==> config.mk <==
export PLATFORM = sky130hd
export DESIGN_NAME = bcat_ctrl
export DESIGN_NICKNAME = d
export VERILOG_FILES = /design/src/rtl/bcat_pkg.sv /design/src/rtl/bcat_ctrl.sv
export SDC_FILE = /design/constraint.sdc
export NUM_CORES = 1
export LEC_CHECK = 0
export BUFFER_PORTS_ARGS = -buffer_cell sky130_fd_sc_hd__buf_2
export CAP_MARGIN = 20
export CORE_MARGIN = 3
export CORE_UTILIZATION = 54
export DETAILED_ROUTE_END_ITERATION = 6
export HOLD_SLACK_MARGIN = 0.02
export PLACE_DENSITY_LB_ADDON = 0.12
export SLEW_MARGIN = 20
export SYNTH_ARGS = -nofsm -noshare
export SYNTH_HDL_FRONTEND = slang
export SYNTH_SLANG_ARGS = --single-unit
==> constraint.sdc <==
create_clock -name clk -period 4.3 [get_ports clk]
set_input_delay 0.43 -clock clk [delete_from_list [all_inputs] [get_ports clk]]
set_output_delay 0.43 -clock clk [all_outputs]
set_load 0.03 [all_outputs]
==> src/rtl/bcat_pkg.sv <==
// Shared types and constants for the block chain allocation table.
package bcat_pkg;

  localparam int TABLE_ENTRIES    = 4096;
  localparam int FIRST_DATA_BLOCK = 5;
  localparam int ADDR_W           = $clog2(TABLE_ENTRIES);
  localparam int CNT_W            = ADDR_W + 1;
  localparam int CUR_W            = 13;
  localparam int ENTRY_W          = 14;

  localparam logic [ENTRY_W-1:0] END_MARK  = '1;
  localparam logic [ENTRY_W-1:0] FREE_MARK = '0;

  typedef enum logic [1:0] {
    CMD_ALLOC_FIRST = 2'd0,
    CMD_ALLOC_AFTER = 2'd1,
    CMD_NEXT_LINK   = 2'd2,
    CMD_RELEASE     = 2'd3
  } cmd_t;

  typedef enum logic [1:0] {
    ST_OK    = 2'd0,
    ST_FULL  = 2'd1,
    ST_RANGE = 2'd2
  } status_t;

  typedef struct packed {
    logic                we;
    logic [ADDR_W-1:0]   waddr;
    logic [ENTRY_W-1:0]  wdata;
    logic                re;
    logic [ADDR_W-1:0]   raddr;
  } mem_req_t;

  typedef struct packed {
    logic                valid;
    logic [ENTRY_W-1:0]  block;
    status_t             status;
  } result_t;

endpackage

==> src/rtl/bcat_ctrl.sv <==
// Command sequencer: clearing pass, free-entry scan, link read and update.
module bcat_ctrl (
  input  logic                           clk,
  input  logic                           rst_n,
  input  logic                           in_valid,
  input  bcat_pkg::cmd_t                 in_cmd,
  input  logic [bcat_pkg::CUR_W-1:0]     in_cur,
  output logic                           in_ready,
  output bcat_pkg::result_t              res,
  input  logic                           res_ready,
  output bcat_pkg::mem_req_t             mem_req,
  input  logic [bcat_pkg::ENTRY_W-1:0]   rd_data
);

  typedef enum logic [5:0] {
    S_CLEAR = 6'b000001,
    S_IDLE  = 6'b000010,
    S_SCAN  = 6'b000100,
    S_LINK  = 6'b001000,
    S_READ  = 6'b010000,
    S_RESP  = 6'b100000
  } state_t;

  localparam logic [bcat_pkg::ADDR_W-1:0] LAST_ADDR =
    bcat_pkg::ADDR_W'(bcat_pkg::TABLE_ENTRIES - 1);
  localparam logic [bcat_pkg::CNT_W-1:0] ENTRY_CNT =
    bcat_pkg::CNT_W'(bcat_pkg::TABLE_ENTRIES);

  state_t                          state_r, state_nxt;
  logic [bcat_pkg::ADDR_W-1:0]     clr_r, clr_nxt;
  logic [bcat_pkg::CNT_W-1:0]      iss_r, iss_nxt;
  logic                            chk_v_r, chk_v_nxt;
  logic [bcat_pkg::ADDR_W-1:0]     chk_addr_r, chk_addr_nxt;
  bcat_pkg::cmd_t                  cmd_r, cmd_nxt;
  logic [bcat_pkg::ADDR_W-1:0]     cur_idx_r, cur_idx_nxt;
  logic [bcat_pkg::ENTRY_W-1:0]    res_r, res_nxt;
  bcat_pkg::status_t               st_r, st_nxt;

  logic                            in_range;
  logic [bcat_pkg::ADDR_W-1:0]     in_idx;

  assign in_range = (int'(in_cur) >= bcat_pkg::FIRST_DATA_BLOCK) &&
                    (int'(in_cur) < bcat_pkg::FIRST_DATA_BLOCK + bcat_pkg::TABLE_ENTRIES);
  assign in_idx   = bcat_pkg::ADDR_W'(int'(in_cur) - bcat_pkg::FIRST_DATA_BLOCK);

  assign in_ready   = (state_r == S_IDLE);
  assign res.valid  = (state_r == S_RESP);
  assign res.block  = res_r;
  assign res.status = st_r;

  always_comb begin
    state_nxt    = state_r;
    clr_nxt      = clr_r;
    iss_nxt      = iss_r;
    chk_v_nxt    = chk_v_r;
    chk_addr_nxt = chk_addr_r;
    cmd_nxt      = cmd_r;
    cur_idx_nxt  = cur_idx_r;
    res_nxt      = res_r;
    st_nxt       = st_r;
    mem_req      = '0;

    unique case (state_r)
      S_CLEAR: begin
        mem_req.we    = 1'b1;
        mem_req.waddr = clr_r;
        mem_req.wdata = bcat_pkg::FREE_MARK;
        clr_nxt       = clr_r + 1'b1;
        if (clr_r == LAST_ADDR) begin
          state_nxt = S_IDLE;
        end
      end
      S_IDLE: begin
        if (in_valid) begin
          cmd_nxt     = in_cmd;
          cur_idx_nxt = in_idx;
          res_nxt     = bcat_pkg::END_MARK;
          st_nxt      = bcat_pkg::ST_RANGE;
          iss_nxt     = '0;
          chk_v_nxt   = 1'b0;
          unique case (in_cmd) inside
            bcat_pkg::CMD_ALLOC_FIRST: begin
              state_nxt = S_SCAN;
            end
            bcat_pkg::CMD_ALLOC_AFTER: begin
              state_nxt = in_range ? S_SCAN : S_RESP;
            end
            bcat_pkg::CMD_NEXT_LINK, bcat_pkg::CMD_RELEASE: begin
              if (in_range) begin
                mem_req.re    = 1'b1;
                mem_req.raddr = in_idx;
                state_nxt     = S_READ;
              end else begin
                state_nxt = S_RESP;
              end
            end
            default: state_nxt = S_RESP;
          endcase
        end
      end
      S_SCAN: begin
        if (iss_r < ENTRY_CNT) begin
          mem_req.re    = 1'b1;
          mem_req.raddr = iss_r[bcat_pkg::ADDR_W-1:0];
          iss_nxt       = iss_r + 1'b1;
          chk_v_nxt     = 1'b1;
          chk_addr_nxt  = iss_r[bcat_pkg::ADDR_W-1:0];
        end else begin
          chk_v_nxt = 1'b0;
        end
        if (chk_v_r && rd_data == bcat_pkg::FREE_MARK) begin
          mem_req.we    = 1'b1;
          mem_req.waddr = chk_addr_r;
          mem_req.wdata = bcat_pkg::END_MARK;
          res_nxt       = bcat_pkg::ENTRY_W'(int'(chk_addr_r) + bcat_pkg::FIRST_DATA_BLOCK);
          st_nxt        = bcat_pkg::ST_OK;
          state_nxt     = (cmd_r == bcat_pkg::CMD_ALLOC_AFTER) ? S_LINK : S_RESP;
        end else if (chk_v_r && chk_addr_r == LAST_ADDR) begin
          res_nxt   = bcat_pkg::END_MARK;
          st_nxt    = bcat_pkg::ST_FULL;
          state_nxt = S_RESP;
        end
      end
      S_LINK: begin
        mem_req.we    = 1'b1;
        mem_req.waddr = cur_idx_r;
        mem_req.wdata = res_r;
        state_nxt     = S_RESP;
      end
      S_READ: begin
        res_nxt = rd_data;
        st_nxt  = bcat_pkg::ST_OK;
        if (cmd_r == bcat_pkg::CMD_RELEASE) begin
          mem_req.we    = 1'b1;
          mem_req.waddr = cur_idx_r;
          mem_req.wdata = bcat_pkg::FREE_MARK;
        end
        state_nxt = S_RESP;
      end
      S_RESP: begin
        if (res_ready) begin
          state_nxt = S_IDLE;
        end
      end
      default: state_nxt = S_IDLE;
    endcase
  end

  always_ff @(posedge clk) begin
    if (!rst_n) begin
      state_r <= S_CLEAR;
      clr_r   <= '0;
      iss_r   <= '0;
      chk_v_r <= 1'b0;
    end else begin
      state_r <= state_nxt;
      clr_r   <= clr_nxt;
      iss_r   <= iss_nxt;
      chk_v_r <= chk_v_nxt;
    end
  end

  always_ff @(posedge clk) begin
    chk_addr_r <= chk_addr_nxt;
    cmd_r      <= cmd_nxt;
    cur_idx_r  <= cur_idx_nxt;
    res_r      <= res_nxt;
    st_r       <= st_nxt;
  end

endmodule

# Yosys cells after proc, flatten, opt, wreduce, memory -nomap -nowiden
# Index checks and enable logic that the tools add are counted.
# word_totals
out_inout_bits	58
input_bits	33
regBits	74
wordCells	81
# classes
eq_ne	18
n_reduce_logical	15
n_lt_le_gt_ge	3
mux	32
addsub	4
# op_table
cell	n
$pmux W27 S4	1
$mux W13	6
$mux W27	2
$pmux W13 S2	2
$mux W6	8
$mux W14	3
$pmux W14 S3	1
$pmux W6 S5	1
$lt A13 B13 Y1 const B	2
$eq A12 B12 Y1 const B	2
$pmux W6 S3	1
$logic_not A14 Y1	1
$add A12 B3 Y13 const B	1
$add A13 B1 Y13 const B	1
$ge A13 B3 Y1 const B	1
$add A12 B1 Y12 const B	1
$sub A12 B3 Y12 const B	1
$eq A2 B2 Y1 const B	3
$eq A6 B1 Y1 const B	1
$eq A6 B2 Y1 const B	1
$eq A6 B3 Y1 const B	1
$eq A6 B4 Y1 const B	1
$eq A6 B5 Y1 const B	1
$eq A6 B6 Y1 const B	1
other kinds (16)	28

# Longest topological paths before layout
# Gate-level depths: netlist of run 1.
# logic_depth
ltp_word	6
mapped_depth	8
ltp_nobuf	8

# Worst setup path before layout of run 1
# OpenSTA, ideal clock, no wires.
# synth_timing
path_kind	register -> register
from	register state_r[1]
to	register res_r[0] in the netlist's numbering, enable pin
path_stages_with_launch	7
arrival_time_ps	2761
t_required_ps	3891
synth_period_minus_slack_ps	3171
path_buffers	1
setup_ps	409
setup_slack_ps	1129
cell_sequence	dfxtp_1 or4_4 or3b_2 buf_2 nand2_4 nor2_1 nor3_1
# synth_between
elab_chain_cells	3
word_cells_on_any_way	7
cone_classes	5 x eq/ne; 2 x reduce/logical
# synth_rtl
item	line	text
from (decl)	bcat_ctrl.sv:29	state_t state_r, state_nxt;
from (signal assigned)	bcat_ctrl.sv:156	state_r <= state_nxt;
$eq A6 B3 Y1, or another cell as far along	bcat_ctrl.sv:63	unique case (state_r)
$ne A3 B3 Y1 (no line), or another cell as far along	-	
$reduce_and A3 Y1 (no line) (*)	-	
to (signal assigned)	bcat_ctrl.sv:167	res_r <= res_nxt;
to (decl)	bcat_ctrl.sv:36	logic [bcat_pkg::ENTRY_W-1:0] res_r, res_nxt;
# Every way passes the cells marked *; elsewhere a longest branch is shown, timed or not.
# A chain may end at the register's enable or synchronous reset.

==> results of run 1 <==
## layout make-up
class                           count  area (µm²)  share of cell area [%]
Inverter                           21        80.1                    1.67
Timing Repair Buffer               95         488                    10.2
Clock inverter                      6        91.3                    1.91
Tap cell                           96         120                    2.51
Sequential cell                    74        1900                    39.7
Multi-Input combinational cell    290        1980                    41.3
Clock buffer                       10         128                    2.67
## state kept, by name, indices dropped and copies added, names as in the netlist
signal,count
iss_r,13
cur_idx_r,12
chk_addr_r,12
state_r,6
chk_v_r,1
cmd_r,2
res_r,14
clr_r,12
st_r,2
## cells by family after synthesis
group                      Yosys count
AOI/OAI and AO/OA                   77
muxes                                4
adders and majority gates            5
DFF                                 74
buffers and inverters               38
and+or+nand+nor                    170
xor gates and xnor gates            34
## power by group
part	switching, W	total (W)	internal, W	leakage [nW]
Clock	0.000272	0.000599	0.000328	0.0987
Combinational	0.000367	0.000561	0.000194	1.36
Sequential	0.0000770	0.000913	0.000836	0.601
Total	0.000716	0.00207	0.00136	2.06
## worst max-delay path: stages (launching register included)
cell and delay [ns]:
dfxtp_1 0.35, or4_4 0.59, or3b_1 0.53, nor2_4 0.67, a222oi_1 0.25, inv_1 0.09
buf_2 0.19
## synthesized netlist by cell type (2+ instances only)
master    count  area share, %
nand2_1      46            4.3
edfxtp_1     42             31
dfxtp_1      32             16
nor2_1       23            2.1
xor2_1       22            4.8
inv_1        20            1.9
nand4_1      19            2.9
o21ai_0      17            2.1
a21o_1       14            2.6
a21oi_1      13            1.6
xnor2_1      12            2.6
a222oi_1     11            2.7
and2_1       10            1.5
nand3_1      10            1.2
nor3_1        9            1.1
buf_2         7           0.87
clkbuf_1      7           0.65
nor2b_1       7            1.1
or3_1         7            1.1
ha_1          5            1.5
nor3b_2       4            1.2
nor4_1        4           0.62
a31oi_1       3           0.46
and3_1        3           0.46
buf_4         3           0.56
mux2i_1       3           0.74
nor2_4        3           0.84
nor3b_1       3           0.56
o211ai_1      3           0.56
or4_4         3           0.84
a21boi_1      2           0.37
a22oi_1       2           0.37
a41oi_1       2           0.43
nand2_4       2           0.56
nand2b_1      2           0.31
nor3_2        2           0.50
nor4b_1       2           0.43
## metal layers
layer,vias up,wire length [µm]
li1,1659,-
met5,-,0
met3,16,836
met4,0,179
met1,1641,4430
met2,164,4770
## final timing paths
check	endpoint	start	slack [ns]	cells past startpoint
worst max register to register	res_r[6]	state_r[0]	1.72	4
worst max-delay path	mem_req[34]	state_r[0]	0.84	6
worst min register to register	chk_addr_r[9]	iss_r[9]	0.53	0
worst min-delay path	cmd_r[0]	in_cmd[0]	0.32	1
## through the flow
| stage | cells | utilization, % | instance area (µm²) | total power (W) | setup slack (ns) |
|---|---|---|---|---|---|
| finish | 592 | 68.2 | 4790 | 0.00207 | 0.841 |
| global route | 592 | 68.2 | 4790 | 0.00216 | 0.641 |
| CTS | 592 | 68.2 | 4790 | 0.00207 | 0.879 |
| detailed placement | 576 | 65.1 | 4570 | 0.00147 | 1.24 |
| global placement | 576 | 65.1 | 4570 | 0.00147 | 1.30 |
| floorplan | 402 | - | 4040 | 0.00132 | 1.13 |
==> metrics.txt, run 1 <==
# TYPE chip_impl_metric gauge
chip_impl_metric{name="post_synth_instance_area",unit="µm²"} 4040
chip_impl_metric{name="synth_fp_nets",unit=""} 440
chip_impl_metric{name="synthCells",unit=""} 402
chip_impl_metric{name="syn_area_per_cell",unit="µm²"} 10.0
chip_impl_metric{name="drt_drc_violations_left",unit=""} 0
chip_impl_metric{name="ctsLongestPathBuffers",unit=""} 2
chip_impl_metric{name="drt_pass1_iterations",unit=""} 5
chip_impl_metric{name="port-buffer-count",unit=""} 90
chip_impl_metric{name="hold_slack",unit="ns"} 0.317
chip_impl_metric{name="drive_gt1_share",unit="%"} 27.8
chip_impl_metric{name="grt_start_max_net_pins",unit=""} 36
chip_impl_metric{name="finalMaxSlewViolations",unit=""} 0
chip_impl_metric{name="detailedRoute.firstIterationViolations",unit=""} 316
chip_impl_metric{name="layout.filler_cells",unit=""} 568
chip_impl_metric{name="initial_utilization",unit="%"} 57.5
chip_impl_metric{name="peak_fanout_along_the_critical_path",unit=""} 35
chip_impl_metric{name="synth_async_sr_flop_share",unit="%"} 0
chip_impl_info{name="layout_commonest_cell",value="buf_2"} 1
chip_impl_metric{name="max-vdd-ir-drop",unit="mV"} 0.204
chip_impl_info{name="ctsRootBufferMaster",value="clkbuf_8"} 1
chip_impl_metric{name="horizontal_die_dimension",unit="µm"} 92.5
chip_impl_metric{name="drt_via_density",unit=""} 5.88
chip_impl_metric{name="fin_skew",unit="ns"} 0.0101
chip_impl_metric{name="post_synth_num_cell_types",unit=""} 60
chip_impl_metric{name="post_cts.resized_instances",unit=""} 0
chip_impl_metric{name="h-tree-depth",unit=""} 3
chip_impl_metric{name="gp_congestion",unit=""} 0.898
chip_impl_metric{name="setup_tns",unit="ns"} 0
chip_impl_metric{name="p_per_area",unit="nW/µm²"} 433
chip_impl_metric{name="layout-area-overhead-vs-synth",unit="%"} 18.5
chip_impl_metric{name="muxShareOfSynthArea",unit="%"} 1.02
chip_impl_metric{name="met1_usage",unit="%"} 33.9
chip_impl_info{name="layout.cells.most_common_list",value="buf_2, nand2_1, edfxtp_1"} 1
chip_impl_metric{name="maxCapViolations",unit=""} 0
chip_impl_info{name="setup_repair_after_global_routing_missed_its_margin",value="false"} 1
chip_impl_metric{name="synthXorXnorAreaFrac",unit="%"} 7.37
chip_impl_metric{name="final.min_clock_period",unit="ns"} 3.46
chip_impl_metric{name="cp_data_required_time",unit="ns"} 3.87
chip_impl_metric{name="std_cell_rows",unit=""} 30
chip_impl_metric{name="met3_usage",unit="%"} 4.71
chip_impl_metric{name="clk_transition_reported_paths",unit="ns"} 0.08
chip_impl_metric{name="cts-buffers-inserted",unit=""} 9
chip_impl_metric{name="post_cts_hold_fix_bufs",unit=""} 0
chip_impl_metric{name="finalCritPeriodShare",unit="%"} 80.4
chip_impl_metric{name="die_area",unit="µm²"} 8550
chip_impl_metric{name="ant_nets",unit=""} 0
chip_impl_metric{name="io_pins",unit=""} 91
chip_impl_metric{name="overflow",unit=""} 0
chip_impl_metric{name="worstSkewPairLatency",unit="ns"} 0.36
chip_impl_metric{name="worst_pin_slew",unit="ns"} 0.846
chip_impl_metric{name="global_route_wire_length_before_repair",unit="µm"} 16300
chip_impl_metric{name="wire_length_after_detailed_routing",unit="µm"} 10200
chip_impl_info{name="grt_most_used_layer",value="met2"} 1
chip_impl_metric{name="synth_enable_flop_cells",unit=""} 42
chip_impl_metric{name="fp.coreArea",unit="µm²"} 7020
chip_impl_info{name="crit_type",value="reg2out"} 1
chip_impl_metric{name="yosysWarningCount",unit=""} 0
chip_impl_metric{name="post_drt_wl_per_cell",unit="µm"} 17.2
chip_impl_metric{name="max_freq",unit="MHz"} 289
chip_impl_metric{name="synth_fa_ha_area_share",unit="%"} 1.55
chip_impl_metric{name="cp_data_arrival_time",unit="ns"} 3.03
chip_impl_metric{name="gr-usage-met2",unit="%"} 37.5
chip_impl_metric{name="timing.final.hold_violations",unit=""} 0
chip_impl_info{name="synth_top_family_by_area",value="simple AND/OR/NAND/NOR gates"} 1
chip_impl_metric{name="leakage",unit="nW"} 2.06
chip_impl_metric{name="place_hpwl",unit="µm"} 7460
chip_impl_metric{name="design.final.nets",unit=""} 529
chip_impl_metric{name="synth_sequential_area_ratio",unit="%"} 47.1
chip_impl_info{name="hold_class",value="in2reg"} 1
chip_impl_metric{name="fp.dieH",unit="µm"} 92.5
chip_impl_info{name="setup.worst_path.start_class",value="flip-flop"} 1
chip_impl_metric{name="antenna_cells",unit=""} 0
chip_impl_info{name="run_status",value="complete, no violations"} 1
chip_impl_metric{name="antenna_found_initial",unit=""} 0
chip_impl_metric{name="number_of_global_route_vias_before_repair",unit=""} 3204
chip_impl_metric{name="setup_viol",unit=""} 0
chip_impl_info{name="cts_tree",value="done"} 1
chip_impl_info{name="critPathCaptureType",value="output pin"} 1
chip_impl_info{name="dominantRegCellSynth",value="edfxtp_1"} 1
chip_impl_metric{name="synthSimpleGateAreaFrac",unit="%"} 25.1
chip_impl_metric{name="timing.slew.headroom",unit="%"} 43.3
chip_impl_metric{name="number_of_vias_in_the_routed_layout",unit=""} 3480
chip_impl_metric{name="synth.ff_latch_count",unit=""} 74
chip_impl_metric{name="cts_setup_buffers",unit=""} 0
chip_impl_metric{name="tritoncts_num_sinks",unit=""} 74
chip_impl_metric{name="compound_gate_fraction_of_synth_area",unit="%"} 13.8
chip_impl_metric{name="track_usage",unit="%"} 24.4
Note: power is estimated with default switching activity, not from simulation.
==> run 2, diff against run 1 <==
- clock period: 4.3 -> 3.26 ns (I/O delays scaled with it)
==> run 2 against run 1 <==
  * Count of clock-buffer cells in the layout decreased by 1
  * Critical path depth increased by 1
  * Cell count increased by 0.68%
==> metrics.txt, run 2 (synthesis results as in run 1) <==
# TYPE chip_impl_metric gauge
chip_impl_info{name="run_status",value="complete, no violations"} 1
chip_impl_metric{name="ctsLongestPathBuffers",unit=""} 2
chip_impl_metric{name="timing.final.hold_violations",unit=""} 0
chip_impl_info{name="worstReg2RegStart",value="state_r[1]"} 1
chip_impl_metric{name="number_of_vias_in_the_routed_layout",unit=""} 3422
chip_impl_metric{name="overflow",unit=""} 0
chip_impl_metric{name="finalCritPeriodShare",unit="%"} 91.2
chip_impl_info{name="setup.worst_path.start_class",value="flip-flop"} 1
chip_impl_metric{name="design.final.nets",unit=""} 533
chip_impl_metric{name="cellInternalPower",unit="W"} 0.00172
chip_impl_metric{name="cpPeakStageDelay",unit="ns"} 0.58
chip_impl_info{name="cp-startpoint",value="state_r[1]"} 1
chip_impl_metric{name="clk_transition_reported_paths",unit="ns"} 0.08
chip_impl_metric{name="fin_skew",unit="ns"} 0.00893
chip_impl_metric{name="max-vdd-ir-drop",unit="mV"} 0.263
chip_impl_metric{name="place_inst",unit=""} 580
chip_impl_metric{name="cts_setup_buffers",unit=""} 0
chip_impl_metric{name="tritoncts_num_sinks",unit=""} 74
chip_impl_info{name="biggest_regs",value="res_r x14, iss_r x13"} 1
chip_impl_metric{name="fp.coreArea",unit="µm²"} 7020
chip_impl_metric{name="leakage",unit="nW"} 2.09
chip_impl_metric{name="postPlaceCellArea",unit="µm²"} 4610
chip_impl_metric{name="final.min_clock_period",unit="ns"} 2.97
chip_impl_info{name="cts_tree",value="done"} 1
chip_impl_metric{name="global_route_wire_length_before_repair",unit="µm"} 15600
chip_impl_metric{name="gp_congestion",unit=""} 0.869
chip_impl_metric{name="power.total",unit="W"} 0.00265
chip_impl_metric{name="net-switching-power",unit="W"} 0.000930
chip_impl_info{name="layout.cells.most_common_list",value="buf_2, nand2_1, edfxtp_1"} 1
chip_impl_info{name="ctsRootBufferMaster",value="clkbuf_8"} 1
chip_impl_info{name="crit_chain",value="or4_4, or3b_1, nor2_4, buf_12, a222oi_1, inv_1, buf_2"} 1
chip_impl_metric{name="worst_pin_slew",unit="ns"} 0.686
chip_impl_info{name="top_register",value="res_r"} 1
chip_impl_metric{name="post_drt_wl_per_cell",unit="µm"} 16.9
chip_impl_metric{name="place_hpwl",unit="µm"} 7670
chip_impl_metric{name="drt_via_density",unit=""} 5.74
chip_impl_metric{name="final-instance-count-excl-fill",unit=""} 596
chip_impl_metric{name="port-buffer-count",unit=""} 90
chip_impl_metric{name="post_cts.resized_instances",unit=""} 0
chip_impl_metric{name="finalMaxSlewViolations",unit=""} 0
chip_impl_metric{name="worstRegToRegCells",unit=""} 6
chip_impl_metric{name="layout-area-overhead-vs-synth",unit="%"} 19.1
chip_impl_info{name="grt_most_used_layer",value="met2"} 1
chip_impl_metric{name="cp_data_required_time",unit="ns"} 2.93
chip_impl_metric{name="grt_start_max_net_pins",unit=""} 32
chip_impl_metric{name="max_freq",unit="MHz"} 336
chip_impl_metric{name="setup_viol",unit=""} 0
chip_impl_metric{name="peak_fanout_along_the_critical_path",unit=""} 24
chip_impl_metric{name="worstSkewPairLatency",unit="ns"} 0.35
chip_impl_metric{name="initial_utilization",unit="%"} 57.5
chip_impl_metric{name="maxCapViolations",unit=""} 0
chip_impl_info{name="crit_type",value="reg2out"} 1
chip_impl_metric{name="largest_reg_flops",unit=""} 14
chip_impl_metric{name="antenna_cells",unit=""} 0
chip_impl_metric{name="cp_data_arrival_time",unit="ns"} 2.65
chip_impl_metric{name="post_cts_hold_fix_bufs",unit=""} 0
chip_impl_info{name="timing.hold.worst.start",value="in_cmd[0]"} 1
chip_impl_metric{name="drt_pass1_iterations",unit=""} 5
chip_impl_metric{name="final_area",unit="µm²"} 4810
chip_impl_metric{name="met3_usage",unit="%"} 5.44
chip_impl_metric{name="die_area",unit="µm²"} 8550
chip_impl_metric{name="number_of_global_route_vias_before_repair",unit=""} 3171
chip_impl_metric{name="net_switching_share_of_the_total_power",unit="%"} 35.1
chip_impl_metric{name="std_cell_rows",unit=""} 30
chip_impl_metric{name="track_usage",unit="%"} 23.4
chip_impl_metric{name="antenna_found_initial",unit=""} 0
chip_impl_metric{name="drt_drc_violations_left",unit=""} 0
chip_impl_metric{name="ff2ff_setup_slack",unit="ns"} 0.82
chip_impl_metric{name="ant_nets",unit=""} 0
chip_impl_metric{name="h-tree-depth",unit=""} 3
chip_impl_metric{name="combPwrFrac",unit="%"} 28.0
chip_impl_metric{name="drive_gt1_share",unit="%"} 28.6
chip_impl_metric{name="p_per_area",unit="nW/µm²"} 551
chip_impl_metric{name="setup_tns",unit="ns"} 0
chip_impl_info{name="critPathCaptureType",value="output pin"} 1
chip_impl_metric{name="clock_power_share",unit="%"} 26.6
chip_impl_metric{name="horizontal_die_dimension",unit="µm"} 92.5
chip_impl_metric{name="cts-buffers-inserted",unit=""} 9
chip_impl_info{name="layout_commonest_cell",value="buf_2"} 1
chip_impl_metric{name="detailedRoute.firstIterationViolations",unit=""} 198
chip_impl_metric{name="timing.slew.headroom",unit="%"} 53.8
chip_impl_metric{name="wire_length_after_detailed_routing",unit="µm"} 10100
chip_impl_metric{name="hold_path_depth",unit=""} 1
chip_impl_info{name="cp_slowest_cell",value="or4_4"} 1
chip_impl_metric{name="power_frac_seq",unit="%"} 45.4
chip_impl_info{name="setup_repair_after_global_routing_missed_its_margin",value="false"} 1
chip_impl_metric{name="dp_worst_slack",unit="ns"} 0.466
chip_impl_metric{name="met1_usage",unit="%"} 31.0
chip_impl_metric{name="gr-usage-met2",unit="%"} 38.5
chip_impl_metric{name="fp.dieH",unit="µm"} 92.5
chip_impl_metric{name="fin_ws",unit="ns"} 0.285
chip_impl_metric{name="io_pins",unit=""} 91
chip_impl_info{name="hold_class",value="in2reg"} 1
run 2: cell count changes in the layout (fill, tap and decap cells not counted):
cell	delta
clkbuf_1	-1
bufinv_16	-1
inv_6	+2
buf_4	+3
clkinvlp_4	-3
clkinv_2	+1
inv_4	+2
buf_12	+1
run 2: through the flow:
stage	util [%]	hold slack, ns
CTS	68.5	0.219
global route	68.5	0.212
detailed placement	65.7	0.500
global placement	65.7	0.478
finish	68.5	0.233
floorplan	-	0.425
run 2: worst max-delay path, delay by kind of cell (launching register included):
family,cells,cell delay [ns]
compound gates,1,0.12
flops,1,0.37
simple gates,3,1.34
buf+inv,3,0.46
run 2: layer usage:
layer | vias up | routed length, µm
met3 | 13 | 621
met4 | 0 | 113
met5 | - | 0
li1 | 1660 | -
met2 | 117 | 4920
met1 | 1632 | 4400
run 2: cell type report:
cell class / instances / area [µm²]
flip-flops and latches: 74 / 1900
well taps: 96 / 120
clock buffers: 9 / 124
fillers: 563 / 2210
repair buffers: 99 / 531
clock inverters: 7 / 73.8
inverters: 21 / 80.1
multi-input cells: 290 / 1980
run 2: worst paths after layout:
| check | endpoint |
|---|---|
| setup reg to reg | res_r[5] |
| hold reg to reg | chk_addr_r[11] |
| hold / removal | cmd_r[0] |
| setup / recovery | mem_req[27] |
run 2: power by group through the flow:
| stage | clock (W) | sequential, W | combinational, W |
|---|---|---|---|
| final | 0.000705 | 0.00120 | 0.000742 |
| after global routing | 0.000762 | 0.00121 | 0.000799 |
| after CTS | 0.000718 | 0.00120 | 0.000742 |
| after detailed placement | 0 | 0.00122 | 0.000738 |
| after global placement | 0 | 0.00122 | 0.000725 |
| after floorplan | 0 | 0.00123 | 0.000505 |
